## src/design/hrd_pkg.sv

```systemverilog
// Shared types and constants for the hextile rectangle decoder.
// No dependencies; imported by the front, back and top-level modules.
package hrd_pkg;

  localparam int unsigned TILE_SIZE = 16;

  // Subencoding flag bit positions
  localparam int unsigned F_RAW_BIT  = 0;
  localparam int unsigned F_BACK_BIT = 1;
  localparam int unsigned F_FORE_BIT = 2;
  localparam int unsigned F_RECT_BIT = 3;
  localparam int unsigned F_COLS_BIT = 4;

  localparam logic [2:0] PIX_BYTES_RESET = 3'd4;

  // operation codes
  localparam logic OP_BEGIN = 1'b0;
  localparam logic OP_BYTE  = 1'b1;

  // Classified request passed from front to back
  typedef struct packed {
    logic        is_begin;
    logic        empty_rect;
    logic [15:0] width;
    logic [15:0] height;
    logic [7:0]  data;
  } hrd_item_t;

endpackage

```

## src/design/hextile_rectangle_decoder_unit.sv

```systemverilog
// Hextile rectangle decoder top level: front queue plus back decoder.
// Depends on hrd_pkg, hrd_front and hrd_back.
//
// Usage:
// - Input channel (in_valid_i / in_stall_o): operation_i = 0 starts a rectangle
//   of rect_width_i by rect_height_i; operation_i = 1 delivers one encoded
//   stream byte on data_byte_i. A request is taken on a clock edge with valid
//   high and stall low. Bytes outside a rectangle are dropped.
// - Output channel (out_valid_o / out_stall_i): one fill per request, at most,
//   in rectangle-relative coordinates; last_o flags the final fill.
// - Config channel (cfg_valid_i / cfg_ready_o): bytes per pixel colour. Always
//   ready; write only while the decoder is idle.
// Path: a fill's request passes through the front queue and then the decoder
//   step, whose result is held in the registered fill output.
// Throughput: one request per cycle while the queue is not full; every stream
//   byte is a single decoder step, so the back end retires one request per
//   cycle while the output register is free.
// Stall: when out_stall_i holds a fill, the decoder stops; the front queue of
//   QUEUE_DEPTH requests keeps accepting until it fills, then raises in_stall_o.
// Reset: async, active low; clears queue, decoder (idle) and output valid;
//   bytes per pixel returns to 4.
module hextile_rectangle_decoder_unit import hrd_pkg::*; #(
  parameter int unsigned QUEUE_DEPTH = 4
) (
  input  logic        clk_i,
  input  logic        rst_ni,
  input  logic        in_valid_i,
  output logic        in_stall_o,
  input  logic        operation_i,
  input  logic [15:0] rect_width_i,
  input  logic [15:0] rect_height_i,
  input  logic [7:0]  data_byte_i,
  input  logic        cfg_valid_i,
  output logic        cfg_ready_o,
  input  logic [2:0]  cfg_pixel_bytes_i,
  output logic        out_valid_o,
  input  logic        out_stall_i,
  output logic [15:0] fill_x_o,
  output logic [15:0] fill_y_o,
  output logic [4:0]  fill_width_o,
  output logic [4:0]  fill_height_o,
  output logic [31:0] color_o,
  output logic        last_o
);

  logic      q_valid;
  logic      q_pop;
  hrd_item_t q_item;

  // register write is a single flop load, never blocked
  assign cfg_ready_o = 1'b1;

  hrd_front #(
    .QUEUE_DEPTH(QUEUE_DEPTH)
  ) u_front (
    .clk_i        (clk_i),
    .rst_ni       (rst_ni),
    .in_valid_i   (in_valid_i),
    .in_stall_o   (in_stall_o),
    .operation_i  (operation_i),
    .rect_width_i (rect_width_i),
    .rect_height_i(rect_height_i),
    .data_byte_i  (data_byte_i),
    .q_valid_o    (q_valid),
    .q_item_o     (q_item),
    .q_pop_i      (q_pop)
  );

  hrd_back u_back (
    .clk_i            (clk_i),
    .rst_ni           (rst_ni),
    .q_valid_i        (q_valid),
    .q_item_i         (q_item),
    .q_pop_o          (q_pop),
    .cfg_valid_i      (cfg_valid_i && cfg_ready_o),
    .cfg_pixel_bytes_i(cfg_pixel_bytes_i),
    .out_valid_o      (out_valid_o),
    .out_stall_i      (out_stall_i),
    .fill_x_o         (fill_x_o),
    .fill_y_o         (fill_y_o),
    .fill_width_o     (fill_width_o),
    .fill_height_o    (fill_height_o),
    .color_o          (color_o),
    .last_o           (last_o)
  );

endmodule

```

## src/design/hrd_front.sv

```systemverilog
// Front end: accepts requests, classifies them and queues them for the back end.
// Depends on hrd_pkg.
module hrd_front import hrd_pkg::*; #(
  parameter int unsigned QUEUE_DEPTH = 4
) (
  input  logic        clk_i,
  input  logic        rst_ni,
  input  logic        in_valid_i,
  output logic        in_stall_o,
  input  logic        operation_i,
  input  logic [15:0] rect_width_i,
  input  logic [15:0] rect_height_i,
  input  logic [7:0]  data_byte_i,
  output logic        q_valid_o,
  output hrd_item_t   q_item_o,
  input  logic        q_pop_i
);

  localparam int unsigned PW = (QUEUE_DEPTH > 1) ? $clog2(QUEUE_DEPTH) : 1;
  localparam int unsigned CW = $clog2(QUEUE_DEPTH + 1);

  hrd_item_t       mem_q [QUEUE_DEPTH];
  logic [PW-1:0]   wr_ptr_q, wr_ptr_d;
  logic [PW-1:0]   rd_ptr_q, rd_ptr_d;
  logic [CW-1:0]   count_q, count_d;
  logic            full, push, pop;
  hrd_item_t       item;

  // classify
  always_comb begin
    item.is_begin   = (operation_i == OP_BEGIN);
    item.empty_rect = (rect_width_i == 16'd0) || (rect_height_i == 16'd0);
    item.width      = rect_width_i;
    item.height     = rect_height_i;
    item.data       = data_byte_i;
  end

  assign full       = (count_q == CW'(QUEUE_DEPTH));
  assign in_stall_o = full;
  assign push       = in_valid_i && !full;
  assign q_valid_o  = (count_q != '0);
  assign pop        = q_pop_i && q_valid_o;
  assign q_item_o   = mem_q[rd_ptr_q];

  always_comb begin
    wr_ptr_d = wr_ptr_q;
    rd_ptr_d = rd_ptr_q;
    count_d  = count_q;
    if (push) begin
      wr_ptr_d = (wr_ptr_q == PW'(QUEUE_DEPTH - 1)) ? '0 : wr_ptr_q + 1'b1;
    end
    if (pop) begin
      rd_ptr_d = (rd_ptr_q == PW'(QUEUE_DEPTH - 1)) ? '0 : rd_ptr_q + 1'b1;
    end
    if (push && !pop) begin
      count_d = count_q + 1'b1;
    end else if (pop && !push) begin
      count_d = count_q - 1'b1;
    end
  end

  always_ff @(posedge clk_i or negedge rst_ni) begin
    if (!rst_ni) begin
      wr_ptr_q <= '0;
      rd_ptr_q <= '0;
      count_q  <= '0;
    end else begin
      wr_ptr_q <= wr_ptr_d;
      rd_ptr_q <= rd_ptr_d;
      count_q  <= count_d;
    end
  end

  always_ff @(posedge clk_i) begin
    if (push) begin
      mem_q[wr_ptr_q] <= item;
    end
  end

endmodule

```

## src/design/hrd_back.sv

```systemverilog
// Back end: hextile tile walker and decoder, with the registered fill output.
// Depends on hrd_pkg; fed by hrd_front.
module hrd_back import hrd_pkg::*; (
  input  logic        clk_i,
  input  logic        rst_ni,
  input  logic        q_valid_i,
  input  hrd_item_t   q_item_i,
  output logic        q_pop_o,
  input  logic        cfg_valid_i,
  input  logic [2:0]  cfg_pixel_bytes_i,
  output logic        out_valid_o,
  input  logic        out_stall_i,
  output logic [15:0] fill_x_o,
  output logic [15:0] fill_y_o,
  output logic [4:0]  fill_width_o,
  output logic [4:0]  fill_height_o,
  output logic [31:0] color_o,
  output logic        last_o
);

  localparam logic [3:0] PH_IDLE   = 4'd0;
  localparam logic [3:0] PH_SUBENC = 4'd1;
  localparam logic [3:0] PH_BG     = 4'd2;
  localparam logic [3:0] PH_FG     = 4'd3;
  localparam logic [3:0] PH_NSUB   = 4'd4;
  localparam logic [3:0] PH_RAW    = 4'd5;
  localparam logic [3:0] PH_SUBCOL = 4'd6;
  localparam logic [3:0] PH_SUBXY  = 4'd7;
  localparam logic [3:0] PH_SUBWH  = 4'd8;

  // header stage already read
  localparam logic [1:0] HL_NONE = 2'd0;
  localparam logic [1:0] HL_BACK = 2'd1;
  localparam logic [1:0] HL_FORE = 2'd2;

  localparam logic [16:0] TILE17 = 17'(TILE_SIZE);
  localparam logic [4:0]  TILE5  = 5'(TILE_SIZE);

  logic [2:0]  pix_bytes_q;
  logic [3:0]  phase_q, phase_d;
  logic [15:0] rect_w_q, rect_w_d, rect_h_q, rect_h_d;
  logic [15:0] org_x_q, org_x_d, org_y_q, org_y_d;
  logic [4:0]  flags_q, flags_d;
  logic [31:0] bg_q, bg_d, fg_q, fg_d, acc_q, acc_d;
  logic [1:0]  bidx_q, bidx_d;
  logic [7:0]  nsub_q, nsub_d;
  logic [3:0]  raw_x_q, raw_x_d, raw_y_q, raw_y_d;
  logic [7:0]  first_q, first_d;

  logic        out_valid_q;
  logic [15:0] fx_q, fy_q;
  logic [4:0]  fw_q, fh_q;
  logic [31:0] fc_q;
  logic        fl_q;

  logic        can_go, pop;
  logic [15:0] rem_w, rem_h;
  logic [4:0]  tile_w, tile_h;
  logic [16:0] nx, ny;
  logic        last_tile;
  logic [2:0]  pb_eff;
  logic [31:0] acc_new;
  logic        col_done;
  logic [1:0]  bidx_new;
  logic [7:0]  b;

  logic        emit, do_end, hdr, raw_done;
  logic [1:0]  hdr_lvl;
  logic [15:0] e_x, e_y;
  logic [4:0]  e_w, e_h;
  logic [31:0] e_c;
  logic        e_last;

  assign can_go  = !out_valid_q || !out_stall_i;
  assign pop     = q_valid_i && can_go;
  assign q_pop_o = pop;
  assign b       = q_item_i.data;

  // tile geometry
  assign rem_w     = rect_w_q - org_x_q;
  assign rem_h     = rect_h_q - org_y_q;
  assign tile_w    = (rem_w > 16'(TILE_SIZE)) ? TILE5 : rem_w[4:0];
  assign tile_h    = (rem_h > 16'(TILE_SIZE)) ? TILE5 : rem_h[4:0];
  assign nx        = {1'b0, org_x_q} + TILE17;
  assign ny        = {1'b0, org_y_q} + TILE17;
  assign last_tile = (nx >= {1'b0, rect_w_q}) && (ny >= {1'b0, rect_h_q});

  // colour byte assembly; out-of-range byte counts clamp to 1..4
  always_comb begin
    if (pix_bytes_q == 3'd0) begin
      pb_eff = 3'd1;
    end else if (pix_bytes_q > 3'd4) begin
      pb_eff = 3'd4;
    end else begin
      pb_eff = pix_bytes_q;
    end
    case (bidx_q)
      2'd0:    acc_new = {24'd0, b};
      2'd1:    acc_new = acc_q | {16'd0, b, 8'd0};
      2'd2:    acc_new = acc_q | {8'd0, b, 16'd0};
      default: acc_new = acc_q | {b, 24'd0};
    endcase
    col_done = ({1'b0, bidx_q} >= (pb_eff - 3'd1));
    bidx_new = col_done ? 2'd0 : bidx_q + 2'd1;
  end

  always_comb begin
    phase_d  = phase_q;
    rect_w_d = rect_w_q;
    rect_h_d = rect_h_q;
    org_x_d  = org_x_q;
    org_y_d  = org_y_q;
    flags_d  = flags_q;
    bg_d     = bg_q;
    fg_d     = fg_q;
    acc_d    = acc_q;
    bidx_d   = bidx_q;
    nsub_d   = nsub_q;
    raw_x_d  = raw_x_q;
    raw_y_d  = raw_y_q;
    first_d  = first_q;
    emit     = 1'b0;
    do_end   = 1'b0;
    hdr      = 1'b0;
    hdr_lvl  = HL_NONE;
    raw_done = 1'b0;
    e_x      = org_x_q;
    e_y      = org_y_q;
    e_w      = tile_w;
    e_h      = tile_h;
    e_c      = bg_q;
    e_last   = last_tile;

    if (pop) begin
      if (q_item_i.is_begin) begin
        rect_w_d = q_item_i.width;
        rect_h_d = q_item_i.height;
        org_x_d  = '0;
        org_y_d  = '0;
        bg_d     = '0;
        fg_d     = '0;
        acc_d    = '0;
        bidx_d   = '0;
        nsub_d   = '0;
        raw_x_d  = '0;
        raw_y_d  = '0;
        flags_d  = '0;
        phase_d  = q_item_i.empty_rect ? PH_IDLE : PH_SUBENC;
      end else begin
        case (phase_q)
          PH_SUBENC: begin
            flags_d = b[4:0];
            bidx_d  = '0;
            if (b[F_RAW_BIT]) begin
              raw_x_d = '0;
              raw_y_d = '0;
              phase_d = PH_RAW;
            end else begin
              hdr     = 1'b1;
              hdr_lvl = HL_NONE;
            end
          end
          PH_BG: begin
            acc_d  = acc_new;
            bidx_d = bidx_new;
            if (col_done) begin
              bg_d    = acc_new;
              hdr     = 1'b1;
              hdr_lvl = HL_BACK;
            end
          end
          PH_FG: begin
            acc_d  = acc_new;
            bidx_d = bidx_new;
            if (col_done) begin
              fg_d    = acc_new;
              hdr     = 1'b1;
              hdr_lvl = HL_FORE;
            end
          end
          PH_NSUB: begin
            nsub_d = b;
            emit   = 1'b1;
            e_last = last_tile && (b == 8'd0);
            if (b == 8'd0) begin
              do_end = 1'b1;
            end else begin
              bidx_d  = '0;
              phase_d = flags_q[F_COLS_BIT] ? PH_SUBCOL : PH_SUBXY;
            end
          end
          PH_RAW: begin
            acc_d  = acc_new;
            bidx_d = bidx_new;
            if (col_done) begin
              raw_done = ({1'b0, raw_x_q} == tile_w - 5'd1) &&
                         ({1'b0, raw_y_q} == tile_h - 5'd1);
              emit   = 1'b1;
              e_x    = org_x_q + {12'd0, raw_x_q};
              e_y    = org_y_q + {12'd0, raw_y_q};
              e_w    = 5'd1;
              e_h    = 5'd1;
              e_c    = acc_new;
              e_last = raw_done && last_tile;
              if (raw_done) begin
                do_end = 1'b1;
              end else if ({1'b0, raw_x_q} == tile_w - 5'd1) begin
                raw_x_d = '0;
                raw_y_d = raw_y_q + 4'd1;
              end else begin
                raw_x_d = raw_x_q + 4'd1;
              end
            end
          end
          PH_SUBCOL: begin
            acc_d  = acc_new;
            bidx_d = bidx_new;
            if (col_done) begin
              phase_d = PH_SUBXY;
            end
          end
          PH_SUBXY: begin
            first_d = b;
            phase_d = PH_SUBWH;
          end
          PH_SUBWH: begin
            emit   = 1'b1;
            e_x    = org_x_q + {12'd0, first_q[7:4]};
            e_y    = org_y_q + {12'd0, first_q[3:0]};
            e_w    = {1'b0, b[7:4]} + 5'd1;
            e_h    = {1'b0, b[3:0]} + 5'd1;
            e_c    = flags_q[F_COLS_BIT] ? acc_q : fg_q;
            e_last = (nsub_q <= 8'd1) && last_tile;
            if (nsub_q <= 8'd1) begin
              nsub_d = '0;
              do_end = 1'b1;
            end else begin
              nsub_d  = nsub_q - 8'd1;
              bidx_d  = '0;
              phase_d = flags_q[F_COLS_BIT] ? PH_SUBCOL : PH_SUBXY;
            end
          end
          default: begin
            phase_d = PH_IDLE;
          end
        endcase

        // next header stage, or the tile's background fill
        if (hdr) begin
          if ((hdr_lvl == HL_NONE) && flags_d[F_BACK_BIT]) begin
            phase_d = PH_BG;
            bidx_d  = '0;
          end else if ((hdr_lvl != HL_FORE) && flags_d[F_FORE_BIT]) begin
            phase_d = PH_FG;
            bidx_d  = '0;
          end else if (flags_d[F_RECT_BIT]) begin
            phase_d = PH_NSUB;
          end else begin
            emit   = 1'b1;
            e_c    = bg_d;
            e_last = last_tile;
            do_end = 1'b1;
          end
        end

        // advance to the next tile
        if (do_end) begin
          if (nx < {1'b0, rect_w_q}) begin
            org_x_d = nx[15:0];
            phase_d = PH_SUBENC;
          end else if (ny < {1'b0, rect_h_q}) begin
            org_x_d = '0;
            org_y_d = ny[15:0];
            phase_d = PH_SUBENC;
          end else begin
            phase_d = PH_IDLE;
          end
        end
      end
    end
  end

  always_ff @(posedge clk_i or negedge rst_ni) begin
    if (!rst_ni) begin
      pix_bytes_q <= PIX_BYTES_RESET;
      phase_q     <= PH_IDLE;
      rect_w_q    <= '0;
      rect_h_q    <= '0;
      org_x_q     <= '0;
      org_y_q     <= '0;
      flags_q     <= '0;
      bg_q        <= '0;
      fg_q        <= '0;
      acc_q       <= '0;
      bidx_q      <= '0;
      nsub_q      <= '0;
      raw_x_q     <= '0;
      raw_y_q     <= '0;
      first_q     <= '0;
      out_valid_q <= 1'b0;
    end else begin
      if (cfg_valid_i) begin
        pix_bytes_q <= cfg_pixel_bytes_i;
      end
      phase_q  <= phase_d;
      rect_w_q <= rect_w_d;
      rect_h_q <= rect_h_d;
      org_x_q  <= org_x_d;
      org_y_q  <= org_y_d;
      flags_q  <= flags_d;
      bg_q     <= bg_d;
      fg_q     <= fg_d;
      acc_q    <= acc_d;
      bidx_q   <= bidx_d;
      nsub_q   <= nsub_d;
      raw_x_q  <= raw_x_d;
      raw_y_q  <= raw_y_d;
      first_q  <= first_d;
      if (can_go) begin
        out_valid_q <= pop && emit;
      end
    end
  end

  // fill payload
  always_ff @(posedge clk_i) begin
    if (can_go && pop && emit) begin
      fx_q <= e_x;
      fy_q <= e_y;
      fw_q <= e_w;
      fh_q <= e_h;
      fc_q <= e_c;
      fl_q <= e_last;
    end
  end

  assign out_valid_o   = out_valid_q;
  assign fill_x_o      = fx_q;
  assign fill_y_o      = fy_q;
  assign fill_width_o  = fw_q;
  assign fill_height_o = fh_q;
  assign color_o       = fc_q;
  assign last_o        = fl_q;

endmodule

```

## config.mk

```make
export PLATFORM = sky130hd
export DESIGN_NAME = hextile_rectangle_decoder_unit
export DESIGN_NICKNAME = d
export VERILOG_FILES = /design/src/design/hrd_pkg.sv /design/src/design/hextile_rectangle_decoder_unit.sv /design/src/design/hrd_front.sv /design/src/design/hrd_back.sv
export SDC_FILE = /design/constraint.sdc
export NUM_CORES = 1
export LEC_CHECK = 0
export ABC_CLOCK_PERIOD_IN_PS = 7800
export BUFFER_PORTS_ARGS = -buffer_cell sky130_fd_sc_hd__buf_2
export CORE_MARGIN = 2
export CORE_UTILIZATION = 59
export CTS_CLUSTER_SIZE = 10
export DETAILED_ROUTE_END_ITERATION = 12
export PLACE_DENSITY = 0.76
export SLEW_MARGIN = 20
export SYNTH_ARGS = -nofsm -noshare
export SYNTH_HDL_FRONTEND = slang
export SYNTH_SLANG_ARGS = --single-unit
```

## constraint.sdc

```tcl
create_clock -name clk_i -period 7.8 [get_ports clk_i]
set_clock_uncertainty 0.05 [all_clocks]
set_input_delay 0.78 -clock clk_i [delete_from_list [all_inputs] [get_ports clk_i]]
set_output_delay 0.78 -clock clk_i [all_outputs]
set_load 0.005 [all_outputs]
```

== Word-level counts from Yosys, hierarchy flattened ==
Memories as Yosys holds them, arrays and structs flattened.
Cells that the tools add are included.

* Memories: 1
* Bits in writable memories: 168
* Output and inout bits: 78
* Flip-flop bits (word level): 281
* Word-level logic and storage cells: 264

{| class="wikitable"
|+ Memories
! memory !! depth !! width !! read ports !! clocked after Yosys merged registers in !! write ports !! line !! RTL
|-
| u_front.mem_q || 4 || 42 || 1 || 0 || 1 || hrd_front.sv:22 || <nowiki>hrd_item_t mem_q [QUEUE_DEPTH];</nowiki>
|}

* $add $sub $neg: 21
* Bitwise gates (word level): 5
* Equality and inequality tests: 22
* Reductions and logical operators: 52
* Multiplexer cells: 128
* $lt $le $gt $ge: 9

{| class="wikitable"
|+ Operators with widths
! kind !! number
|-
| 32-bit 2-to-1 mux || 15
|-
| 16-bit 2-to-1 mux || 14
|-
| 32-bit case mux with 3 select lines || 1
|-
| 4-bit 2-to-1 mux || 20
|-
| 16-bit by 4-bit adder with 16-bit output || 4
|-
| 16-bit case mux with 2 select lines || 2
|-
| 32-bit case mux with 2 select lines || 1
|-
| 5-bit 2-to-1 mux || 12
|-
| 16-bit by 5-bit adder with 17-bit output, second input constant || 2
|-
| 17-bit by 16-bit >= comparator with 1-bit output || 2
|-
| 17-bit by 16-bit < comparator with 1-bit output || 2
|-
| 1-bit 2-to-1 mux || 33
|-
| 16-bit by 5-bit > comparator with 1-bit output, second input constant || 2
|-
| 16-bit zero test || 2
|-
| 32-bit by 16-bit OR with 32-bit output || 1
|-
| 32-bit by 24-bit OR with 32-bit output || 1
|-
| 32-bit OR || 1
|-
| 16-bit subtractor || 2
|-
| 2-bit 2-to-1 mux || 12
|-
| 4-bit case mux with 6 select lines || 1
|-
| 5-bit case mux with 2 select lines || 2
|-
| 4-bit by 3-bit equality test with 1-bit output, second input constant || 4
|-
| 8-bit 2-to-1 mux || 2
|-
| 4-bit case mux with 2 select lines || 2
|-
| 43 further kinds || 97
|}

== Depth between registers and ports, before layout ==
Gate-level depths: netlist of the first run.

* Depth in word-level cells: 18
* Gate-level depth with buffers: 23
* Gate-level depth less buffers: 22

== Modules after synthesis ==
Synthesis of the first run repeated with hierarchy kept, for this count alone.

* Cells, all modules: 1,908
* Area, all modules: 22,487.8 µm²

{| class="wikitable"
|+ Modules (own cells, without submodules)
! module !! instances !! cells each !! area an instance (µm²)
|-
| hrd_back || 1 || 1,637 || 15,828.9
|-
| hrd_front || 1 || 269 || 6,647.6
|-
| hextile_rectangle_decoder_unit || 1 || 2 || 11.3
|}

== Least setup slack after synthesis of the first run ==
OpenSTA, ideal clock, no wires.

* Path kind: register to register
* Start: register u_back.pix_bytes_q[2]
* End: register u_back.fc_q[0], in the netlist u_back.color_o[0], enable pin
* Setup time: 0.509 ns
* Period minus slack after synthesis: 6.613 ns
* Setup slack: 1.187 ns
* Stages on the path, launching flop included: 12
* Arrival time: 6.054 ns
* Path through: dfstp_2 > nand2b_1 > ha_1 > ha_1 > a21boi_0 > o21ai_1 > nor4_1 > a22o_1 > and3_1 > clkbuf_1 > nor3_1 > nor2_1

* Word-level cells in the longest chain between the ends: 17

{| class="wikitable"
|+ RTL lines
! element !! line !! RTL
|-
| start: declaration || hrd_back.sv:39 || <nowiki>logic [2:0] pix_bytes_q;</nowiki>
|-
| start signal: assignment || hrd_back.sv:303 || <nowiki>pix_bytes_q <= cfg_pixel_bytes_i;</nowiki>
|-
| 3-bit > comparator || hrd_back.sv:92 || <nowiki>end else if (pix_bytes_q > 3'd4) begin</nowiki>
|-
| 3-bit 2-to-1 mux || hrd_back.sv:92 ||
|-
| 3-bit 2-to-1 mux * || hrd_back.sv:90 || <nowiki>if (pix_bytes_q == 3'd0) begin</nowiki>
|-
| 3-bit by 1-bit subtractor with 3-bit output * || hrd_back.sv:103 || <nowiki>col_done = ({1'b0, bidx_q} >= (pb_eff - 3'd1));</nowiki>
|-
| 2-bit by 3-bit >= comparator with 1-bit output * || hrd_back.sv:103 ||
|-
| 1-bit 2-to-1 mux / 2-bit 2-to-1 mux (equally long branches) || hrd_back.sv:166, hrd_back.sv:175, hrd_back.sv:195 ||
|-
| 2-bit case mux with 2 select lines || hrd_back.sv:150 || <nowiki>case (phase_q)</nowiki>
|-
| 2-bit 2-to-1 mux || hrd_back.sv:135 || <nowiki>if (q_item_i.is_begin) begin</nowiki>
|-
| 2-bit 2-to-1 mux || hrd_back.sv:134 || <nowiki>if (pop) begin</nowiki>
|-
| 2-bit != test || hrd_back.sv:253 || <nowiki>end else if ((hdr_lvl != HL_FORE) && flags_d[F_FORE_BIT]) begin</nowiki>
|-
| 1-bit logical AND || hrd_back.sv:253 ||
|-
| 1-bit 2-to-1 mux || hrd_back.sv:253 ||
|-
| 1-bit 2-to-1 mux || hrd_back.sv:250 || <nowiki>if ((hdr_lvl == HL_NONE) && flags_d[F_BACK_BIT]) begin</nowiki>
|-
| 1-bit 2-to-1 mux * || hrd_back.sv:249 || <nowiki>if (hdr) begin</nowiki>
|-
| 1-bit 2-to-1 mux * || hrd_back.sv:135 ||
|-
| 1-bit 2-to-1 mux * || hrd_back.sv:134 ||
|-
| 1-bit logical AND * || hrd_back.sv:327 || <nowiki>if (can_go && pop && emit) begin</nowiki>
|-
| end signal: assignment || hrd_back.sv:332 || <nowiki>fc_q <= e_c;</nowiki>
|-
| end: declaration || hrd_back.sv:53 || <nowiki>logic [31:0] fc_q;</nowiki>
|}

Mark *: on every way between the ends. The rest lies on a longest branch, timed or not. The select of a mux whose other input is x is not followed.
A chain may end at the register's enable or synchronous reset.

== Worst setup path in the final report of the first run ==
* Start: register u_back.org_y_q[4]
* End: register u_back.org_y_q[13]

* Word-level cells in the longest chain between the ends: 17

{| class="wikitable"
|+ RTL lines
! element !! line !! RTL
|-
| start: declaration || hrd_back.sv:42 || <nowiki>logic [15:0] org_x_q, org_x_d, org_y_q, org_y_d;</nowiki>
|-
| start signal: assignment || hrd_back.sv:309 || <nowiki>org_y_q <= org_y_d;</nowiki>
|-
| 16-bit subtractor || hrd_back.sv:81 || <nowiki>assign rem_h = rect_h_q - org_y_q;</nowiki>
|-
| 16-bit by 5-bit > comparator with 1-bit output || hrd_back.sv:83 || <nowiki>assign tile_h = (rem_h > 16'(TILE_SIZE)) ? TILE5 : rem_h[4:0];</nowiki>
|-
| 5-bit 2-to-1 mux || hrd_back.sv:83 ||
|-
| 5-bit by 1-bit subtractor with 5-bit output || hrd_back.sv:197 || <nowiki>({1'b0, raw_y_q} == tile_h - 5'd1);</nowiki>
|-
| 4-bit by 5-bit equality test with 1-bit output || hrd_back.sv:197 ||
|-
| 1-bit logical AND || hrd_back.sv:196 || <nowiki>raw_done = ({1'b0, raw_x_q} == tile_w - 5'd1) &&</nowiki>
|-
| 1-bit 2-to-1 mux || hrd_back.sv:205 || <nowiki>if (raw_done) begin</nowiki>
|-
| 1-bit 2-to-1 mux || hrd_back.sv:195 || <nowiki>if (col_done) begin</nowiki>
|-
| 1-bit case mux with 3 select lines || hrd_back.sv:150 ||
|-
| 1-bit 2-to-1 mux || hrd_back.sv:256 || <nowiki>end else if (flags_d[F_RECT_BIT]) begin</nowiki>
|-
| 1-bit 2-to-1 mux || hrd_back.sv:253 ||
|-
| 1-bit 2-to-1 mux || hrd_back.sv:250 ||
|-
| 1-bit 2-to-1 mux || hrd_back.sv:249 ||
|-
| 1-bit 2-to-1 mux || hrd_back.sv:135 ||
|-
| 1-bit 2-to-1 mux || hrd_back.sv:134 ||
|-
| 2-bit nonzero test (no line) || n/a ||
|-
| 4-bit AND reduction (no line) || n/a ||
|}

Parallel ways exist; a longest one is shown, timed or not. The select of a mux whose other input is x is not followed.

==> results of run 1 <==
==> placed cells by master, fill, tap and decap left out, drive strengths merged, types with 5 or more instances in the layout <==
master	n
nor4	16
buf	151
mux2i	39
and3	10
o221ai	29
nor2b	13
o22ai	10
xnor2	31
mux2	47
a211oi	33
a21o	12
o22a	7
o21a	6
nor3b	7
clkbuf	93
a21oi	62
nand2b	22
and2	6
a22oi	41
a31oi	11
xor2	19
nand4	16
ha	73
o21ai	189
edfxtp	243
o211ai	6
mux4	42
or2	5
dfrtp	195
or3	9
a32o	14
nand3	60
inv	91
nand2	186
o31a	5
o2bb2ai	6
nor2	119
o31ai	6
nor3	34
==> power groups by stage <==
stage	logic [mW]	registers, mW	clock network (mW)
6_report	3.66	3.31	2.13
5_1_grt	3.98	3.36	2.25
4_1_cts	3.63	3.31	2.17
3_5_place_dp	3.60	3.34	0
3_3_place_gp	3.52	3.32	0
2_1_floorplan	2.66	3.18	0
==> metrics by stage <==
step | total power, mW | utilization
finish | 9.11 | 0.665
global route | 9.59 | 0.665
CTS | 9.10 | 0.665
detailed placement | 6.94 | 0.624
global placement | 6.84 | 0.624
floorplan | 5.85 | -
==> registers in the layout, summed over array words and instances (netlist names), 5 cells and up <==
name,cells
u_front.mem_q,168
u_back.acc_q,32
u_back.bg_q,32
u_back.color_o,32
u_back.fg_q,32
u_back.fill_x_o,16
u_back.fill_y_o,16
u_back.rect_h_q,16
u_back.rect_w_q,16
u_back.org_x_q,12
u_back.org_y_q,12
u_back.first_q,8
u_back.nsub_q,8
u_back.fill_height_o,5
u_back.fill_width_o,5
==> critical path, stage by stage (launching register included) <==
cell       delay [ns]
dfrtp_1          0.41
inv_1            0.12
ha_1             0.51
nor2b_1          0.21
o21ai_0          0.12
a2111oi_1        0.84
nor2_1           0.14
mux2_2           0.29
and4_1           0.24
nand2_1          0.07
ha_1             0.26
xnor2_1          0.35
xnor2_1          0.17
nand2_1          0.07
a2bb2oi_1        0.13
a211o_1          0.27
or3_1            0.31
mux2i_1          0.23
nand4_1          0.33
nand2_1          0.43
o21ai_0          0.35
a32o_1           0.33
==> worst max path at each step <==
stage          slack (ns)                 end
2_1_floorplan        1.19   u_back.color_o[0]
4_1_cts              1.26  u_back.org_y_q[13]
3_5_place_dp         1.26  u_back.org_y_q[15]
3_3_place_gp         1.54  u_back.org_y_q[14]
6_report             1.42  u_back.org_y_q[13]
5_1_grt              0.79  u_back.org_y_q[13]
==> layer usage <==
metal / track usage / vias to the layer above / wire [um]
met3: 0.0424 / 134 / 3910
met4: 0.108 / 2 / 1670
met1: 0.388 / 7904 / 22500
li1: - / 7259 / -
met5: 0 / - / 13
met2: 0.476 / 694 / 26600
==> logic make-up after synthesis <==
family | synth area share
buffers and inverters | 0.0388
AOI/OAI and AO/OA | 0.142
muxes | 0.0857
other | 0.000343
DFF | 0.557
xor gates and xnor gates | 0.0203
adders and majority gates | 0.0431
and+or+nand+nor | 0.113
==> layout make-up <==
cell class	count	share of cell area
sequential	439	0.502
multi-input combinational	1252	0.365
clock buffer	92	0.0592
timing repair buffer	152	0.0344
tap	468	0.0241
inverter	91	0.0140
clock inverter	2	0.00134
==> run_results.csv, run 1 <==
group,metric,value,unit
outcome,status,"finished clean",
global_route,grt_pass1_wl,86.1,mm
flow_run,maxCapViolCount,0,
clock_tree,ctsHtreeMaxLevel,2,
power_and_ir_drop,switchingPower,3.53,mW
yosys,synth_top_cells_by_area,"edfxtp_1, dfrtp_1, mux4_2",
setup_path,cp_max_fo,11,
final_layout,multiInputGateArea,0.00889,mm2
placement,postPlaceCellArea,0.0229,mm2
final_layout,finalNetCount,2109,
final_layout,area_delta_synth_final,11.2,%
timing,min_period,6.38,ns
timing,holdWs,0.160,ns
die,die-height,197,um
placement,dpl_worst_slack,1.26,ns
timing,slew_headroom,0.203,
clock_tree,cts_tree,"yes",
final_layout,fillers,2720,
clock_tree,numClockSinks,439,
timing,hold_violations,0,
final_layout,antenna_cells,0,
setup_path,reg2reg_depth,21,
timing,tns,0,ns
setup_path,cp_data_arrival_time,6.79,ns
yosys,async_reset_ff_frac,0.446,
power_and_ir_drop,clkPwrFrac,0.234,
clock_tree,path_clk_slew,0.06,ns
final_layout,seq_area,0.0122,mm2
die,core-area,0.0366,mm2
drt,wl_per_cell,21.9,um
setup_path,cp-start-kind,"flip-flop",
yosys,synthDistinctLibCells,87,
yosys,yosysMostFrequentCell,"edfxtp_1",
global_route,antenna_found_initial,1,
timing,rsz0062_at_grt,"false",
die,start_util,0.598,
clock_tree,worstSkewPairLatency,0.60,ns
setup_path,timing.rr.end,"u_back.org_y_q[13]",
global_route,grt_pass1_vias,15700,
clock_tree,root_buffer,"clkbuf_16",
timing,fin_crit_sh,0.818,
timing,tightest_slew,1.19,ns
drt,drt_wl_total,54.7,mm
yosys,netlist_area,0.0219,mm2
timing,fmax,0.157,GHz
final_layout,drive_gt1_frac,0.165,
drt,antenna_left,0,
yosys,ys_seq_area_frac,0.557,
yosys,ys.flop_type,"edfxtp_1",
die,die_area,0.0387,mm2
worst_hold_path,worstHoldPathType,"in -> async",
yosys,synth_edf_count,243,
final_layout,fin_cells,2496,
global_route,grt_max_degree,77,
yosys,syn_inst,1909,
drt,first_iter_violations,1412,
timing,timing_max_transition_violations_final,0,
die,io_pins,127,
drt,drcViolationCount,0,
yosys,avgSynthCellArea,11.5,um2
clock_tree,clk_path_buf_depth,3,
yosys,yosys_warnings,0,
placement,dpl.hpwl,34.8,mm
power_and_ir_drop,power.density,374,mW/mm2
power_and_ir_drop,power.leakage,9.45,nW
die,num_rows,70,
setup_path,worstSetupPathType,"reg -> reg",
timing,setup_slack,1.42,ns
placement,dp_cells,2402,
clock_tree,cts_buffers,50,
final_layout,postLayoutCellArea,0.0243,mm2
drt,via_per_inst,6.41,
clock_tree,ctsResizeCount,0,
setup_path,end_kind,"flip-flop",
clock_tree,post_cts_buffers,0,
clock_tree,hold_buffers,0,
die,die_x,197,um
power_and_ir_drop,intPower,5.58,mW
setup_path,rr_startpoint,"u_back.org_y_q[4]",
power_and_ir_drop,seqPwrFrac,0.363,
global_route,grt-ovfl-total,0,
placement,portBuffers,125,
drt,drtPass1Iterations,5,
power_and_ir_drop,swShare,0.387,
yosys,synth_top_area_share,0.333,
setup_path,cp.required,8.21,ns
yosys,synth_seq_cells,439,
setup_path,crit_start,"u_back.org_y_q[4]",
timing,setup_viol,0,
drt,vias,16000,
placement,gp_congestion,0.925,
power_and_ir_drop,ir_drop,0.235,mV
yosys,synth_commonest_cells,"edfxtp_1, dfrtp_1, nand2_1, o21ai_0, nor2_1",
yosys,synth_area_leader_cell,"edfxtp_1",
global_route,grt_use_total,0.287,
setup_path,rrSetupSlack,1.42,ns
power_and_ir_drop,combPwrFrac,0.402,
(Power assumes the default switching activity.)
==> run 2, diff against run 1 <==
--- a/config.mk
+++ b/config.mk
@@ -5,13 +5,14 @@
 export SDC_FILE = /design/constraint.sdc
 export NUM_CORES = 1
 export LEC_CHECK = 0
-export ABC_CLOCK_PERIOD_IN_PS = 7800
+export ABC_AREA = 1
+export ABC_CLOCK_PERIOD_IN_PS = 5400
 export BUFFER_PORTS_ARGS = -buffer_cell sky130_fd_sc_hd__buf_2
 export CORE_MARGIN = 2
-export CORE_UTILIZATION = 59
+export CORE_UTILIZATION = 56
 export CTS_CLUSTER_SIZE = 10
 export DETAILED_ROUTE_END_ITERATION = 12
-export PLACE_DENSITY = 0.76
+export PLACE_DENSITY = 0.75
 export SLEW_MARGIN = 20
 export SYNTH_ARGS = -nofsm -noshare
 export SYNTH_HDL_FRONTEND = slang
==> constraint.sdc (replaced) <==
create_clock -name clk_i -period 5.4 [get_ports clk_i]
set_clock_uncertainty 0.05 [all_clocks]
set_input_delay 0.54 -clock clk_i [delete_from_list [all_inputs] [get_ports clk_i]]
set_output_delay 0.54 -clock clk_i [all_outputs]
set_load 0.005 [all_outputs]
==> run 2 against run 1 <==
Effect of this change: combinational power grew 96%; synthesized cell count rose by 41%; sequential power rose by 46%; wire length grew 16%; via count up 22%; power is 67% higher; critical endpoint is now u_back.fill_y_o[5]; largest power group unchanged.
==> run_results.csv, run 2 <==
group,metric,value,unit
outcome,status,"finished clean",
placement,postPlaceCellArea,0.0243,mm2
setup_path,cp_max_fo,29,
power_and_ir_drop,power.leakage,11.1,nW
drt,wl_per_cell,19.0,um
clock_tree,post_cts_buffers,0,
setup_path,end_kind,"flip-flop",
die,die_area,0.0430,mm2
clock_tree,cts_buffers,51,
timing,min_period,4.50,ns
setup_path,cp_data_arrival_time,4.68,ns
final_layout,area_delta_synth_final,11.5,%
final_layout,final_common_cell,"nand2_1",
yosys,ys_seq_area_frac,0.528,
power_and_ir_drop,ir_drop,0.403,mV
yosys,async_reset_ff_frac,0.448,
clock_tree,cts_tree,"yes",
drt,drcViolationCount,0,
yosys,yosysMostFrequentCell,"nand2_1",
yosys,syn_inst,2691,
global_route,grt_pass1_wl,99.7,mm
power_and_ir_drop,intPower,8.27,mW
timing,tightest_slew,1.05,ns
power_and_ir_drop,power.total,15.2,mW
die,io_pins,127,
drt,drtPass1Iterations,8,
global_route,grt-ovfl-total,0,
placement,portBuffers,125,
setup_path,cp-start-kind,"flip-flop",
yosys,synth_top_cells_by_area,"edfxtp_1, dfrtp_1, nand2_1",
final_layout,largest_reg_flops,168,
clock_tree,path_clk_slew,0.06,ns
drt,drt_wl_total,63.3,mm
global_route,grt_pass1_vias,18600,
timing,timing_max_transition_violations_final,0,
placement,dpl.hpwl,42.5,mm
die,start_util,0.567,
timing,slew_headroom,0.297,
final_layout,finalNetCount,2888,
yosys,synth_area_leader_cell,"edfxtp_1",
drt,vias,19500,
die,num_rows,74,
drt,first_iter_violations,1863,
final_layout,layout_common_cells,"nand2_1, inv_1, o21ai_0",
yosys,avgSynthCellArea,8.61,um2
timing,tns,0,ns
die,die-height,207,um
power_and_ir_drop,combPwrFrac,0.470,
timing,setup_viol,0,
die,core-area,0.0408,mm2
final_layout,drive_gt1_frac,0.0952,
power_and_ir_drop,power.density,590,mW/mm2
flow_run,maxCapViolCount,0,
power_and_ir_drop,switchingPower,6.96,mW
yosys,synthDistinctLibCells,56,
yosys,ys.flop_type,"edfxtp_1",
global_route,grt_use_total,0.291,
power_and_ir_drop,seqPwrFrac,0.317,
timing,fmax,0.222,GHz
clock_tree,clk_path_buf_depth,3,
clock_tree,ctsResizeCount,0,
setup_path,worstSetupPathType,"reg -> reg",
clock_tree,root_buffer,"clkbuf_16",
setup_path,cp.required,5.58,ns
worst_hold_path,worstHoldPathType,"in -> reg",
clock_tree,ctsHtreeMaxLevel,2,
final_layout,antenna_cells,0,
timing,fin_crit_sh,0.833,
yosys,synth_commonest_cells,"nand2_1, inv_1, o21ai_0, edfxtp_1, nor2_1",
placement,gp_congestion,0.951,
timing,rsz0062_at_grt,"false",
drt,antenna_left,0,
die,die_x,207,um
final_layout,postLayoutCellArea,0.0258,mm2
clock_tree,worstSkewPairLatency,0.62,ns
yosys,synth_edf_count,243,
global_route,antenna_found_initial,2,
drt,via_per_inst,5.83,
final_layout,top_register,"u_front.mem_q",
power_and_ir_drop,clkPwrFrac,0.213,
timing,holdWs,0.0844,ns
final_layout,fillers,3354,
power_and_ir_drop,swShare,0.457,
timing,hold_violations,0,
setup_path,rrSetupSlack,0.90,ns
yosys,netlist_area,0.0232,mm2
clock_tree,numClockSinks,440,
yosys,synth_seq_cells,440,
global_route,grt_max_degree,137,
yosys,synth_top_area_share,0.315,
yosys,yosys_warnings,0,
==> run 2: cell types whose count changed in the layout (fill, tap and decap cells not counted), moves of 25 or more <==
cell and change:
mux2i_1 -37, o21ai_0 +116, nand4_1 +41, inv_1 +236, mux4_2 -42, o22ai_1 +81
xnor2_1 -25, nor2_1 +84, mux2_2 -43, o211ai_1 +28, nand3_1 +47, nand2_1 +487
a22oi_1 -40
==> run 2: final timing paths <==
kind                                  startpoint                  end  cells past startpoint
max                        u_back.pix_bytes_q[2]   u_back.fill_y_o[5]                     16
min                               data_byte_i[5]  u_front.mem_q[2][5]                      1
max reg2reg                u_back.pix_bytes_q[2]   u_back.fill_y_o[5]                     16
min reg2reg                     u_back.acc_q[27]     u_back.acc_q[27]                      2
max in group asynchronous                 rst_ni  u_front.rd_ptr_q[0]                      3
min in group asynchronous                 rst_ni   u_back.rect_h_q[4]                      2
==> run 2: power groups by stage <==
stage	Clock [mW]	Combinational, mW	Sequential [mW]
2_1_floorplan	0	4.92	4.76
3_3_place_gp	0	6.87	4.86
3_5_place_dp	0	7.02	4.88
4_1_cts	3.26	7.07	4.83
5_1_grt	3.40	7.99	4.90
6_report	3.24	7.16	4.83
==> run 2: cell families (layout without fill, tap and decap cells) <==
family | after synthesis | count (layout) | share of synthesized area
DFF | 440 | 440 | 0.528
xor gates and xnor gates | 35 | 35 | 0.0139
adders and majority gates | 74 | 74 | 0.0403
other | 2 | 3 | 0.000324
muxes | 2 | 2 | 0.000972
and+or+nand+nor | 1094 | 1094 | 0.196
buffers and inverters | 477 | 591 | 0.0796
AOI/OAI and AO/OA | 567 | 567 | 0.141
==> run 2: layout make-up <==
| type | instances | area [um2] | area share |
|---|---|---|---|
| clock buffer | 87 | 1420 | 0.0550 |
| clock inverter | 7 | 135 | 0.00523 |
| inverter | 338 | 1270 | 0.0491 |
| multi-input combinational | 1775 | 9180 | 0.356 |
| sequential | 440 | 12200 | 0.474 |
| tap | 532 | 666 | 0.0258 |
| timing repair buffer | 159 | 917 | 0.0355 |
==> run 2: stage by stage <==
stage	worst slack (ns)	cells	utilization
4_1_cts	0.935	3338	0.632
3_3_place_gp	1.09	3243	0.594
6_report	0.901	3338	0.632
2_1_floorplan	0.847	2692	-
5_1_grt	0.614	3338	0.632
3_5_place_dp	0.967	3243	0.594
==> run 2: repair_timing <==
action | CTS | global route
hold buffers | 1 | 0
setup endpoints to repair | 0 | 0
endpoints found under the hold margin | 61 | 0
==> run 2: metal layers <==
layer,global-route usage,share of wire,vias up
met5,0,0.00021,-
met4,0.0833,0.024,2
met3,0.0576,0.089,123
met2,0.449,0.45,872
met1,0.420,0.44,9251
li1,-,-,9224
==> run 2: worst max-delay path: stages, from the launching register on <==
cell     delay (ns)
dfstp_2        0.53
inv_1          0.06
o21ai_0        0.14
ha_1           0.31
ha_1           0.28
o21ai_0        0.07
nand2_1        0.06
nand2_1        0.04
buf_4          0.19
nor2_1         0.14
inv_1          0.07
nor2_1         0.23
nor2_1         0.14
nor4_4         0.44
nor2_1         0.24
nor2_4         0.60
buf_4          0.52
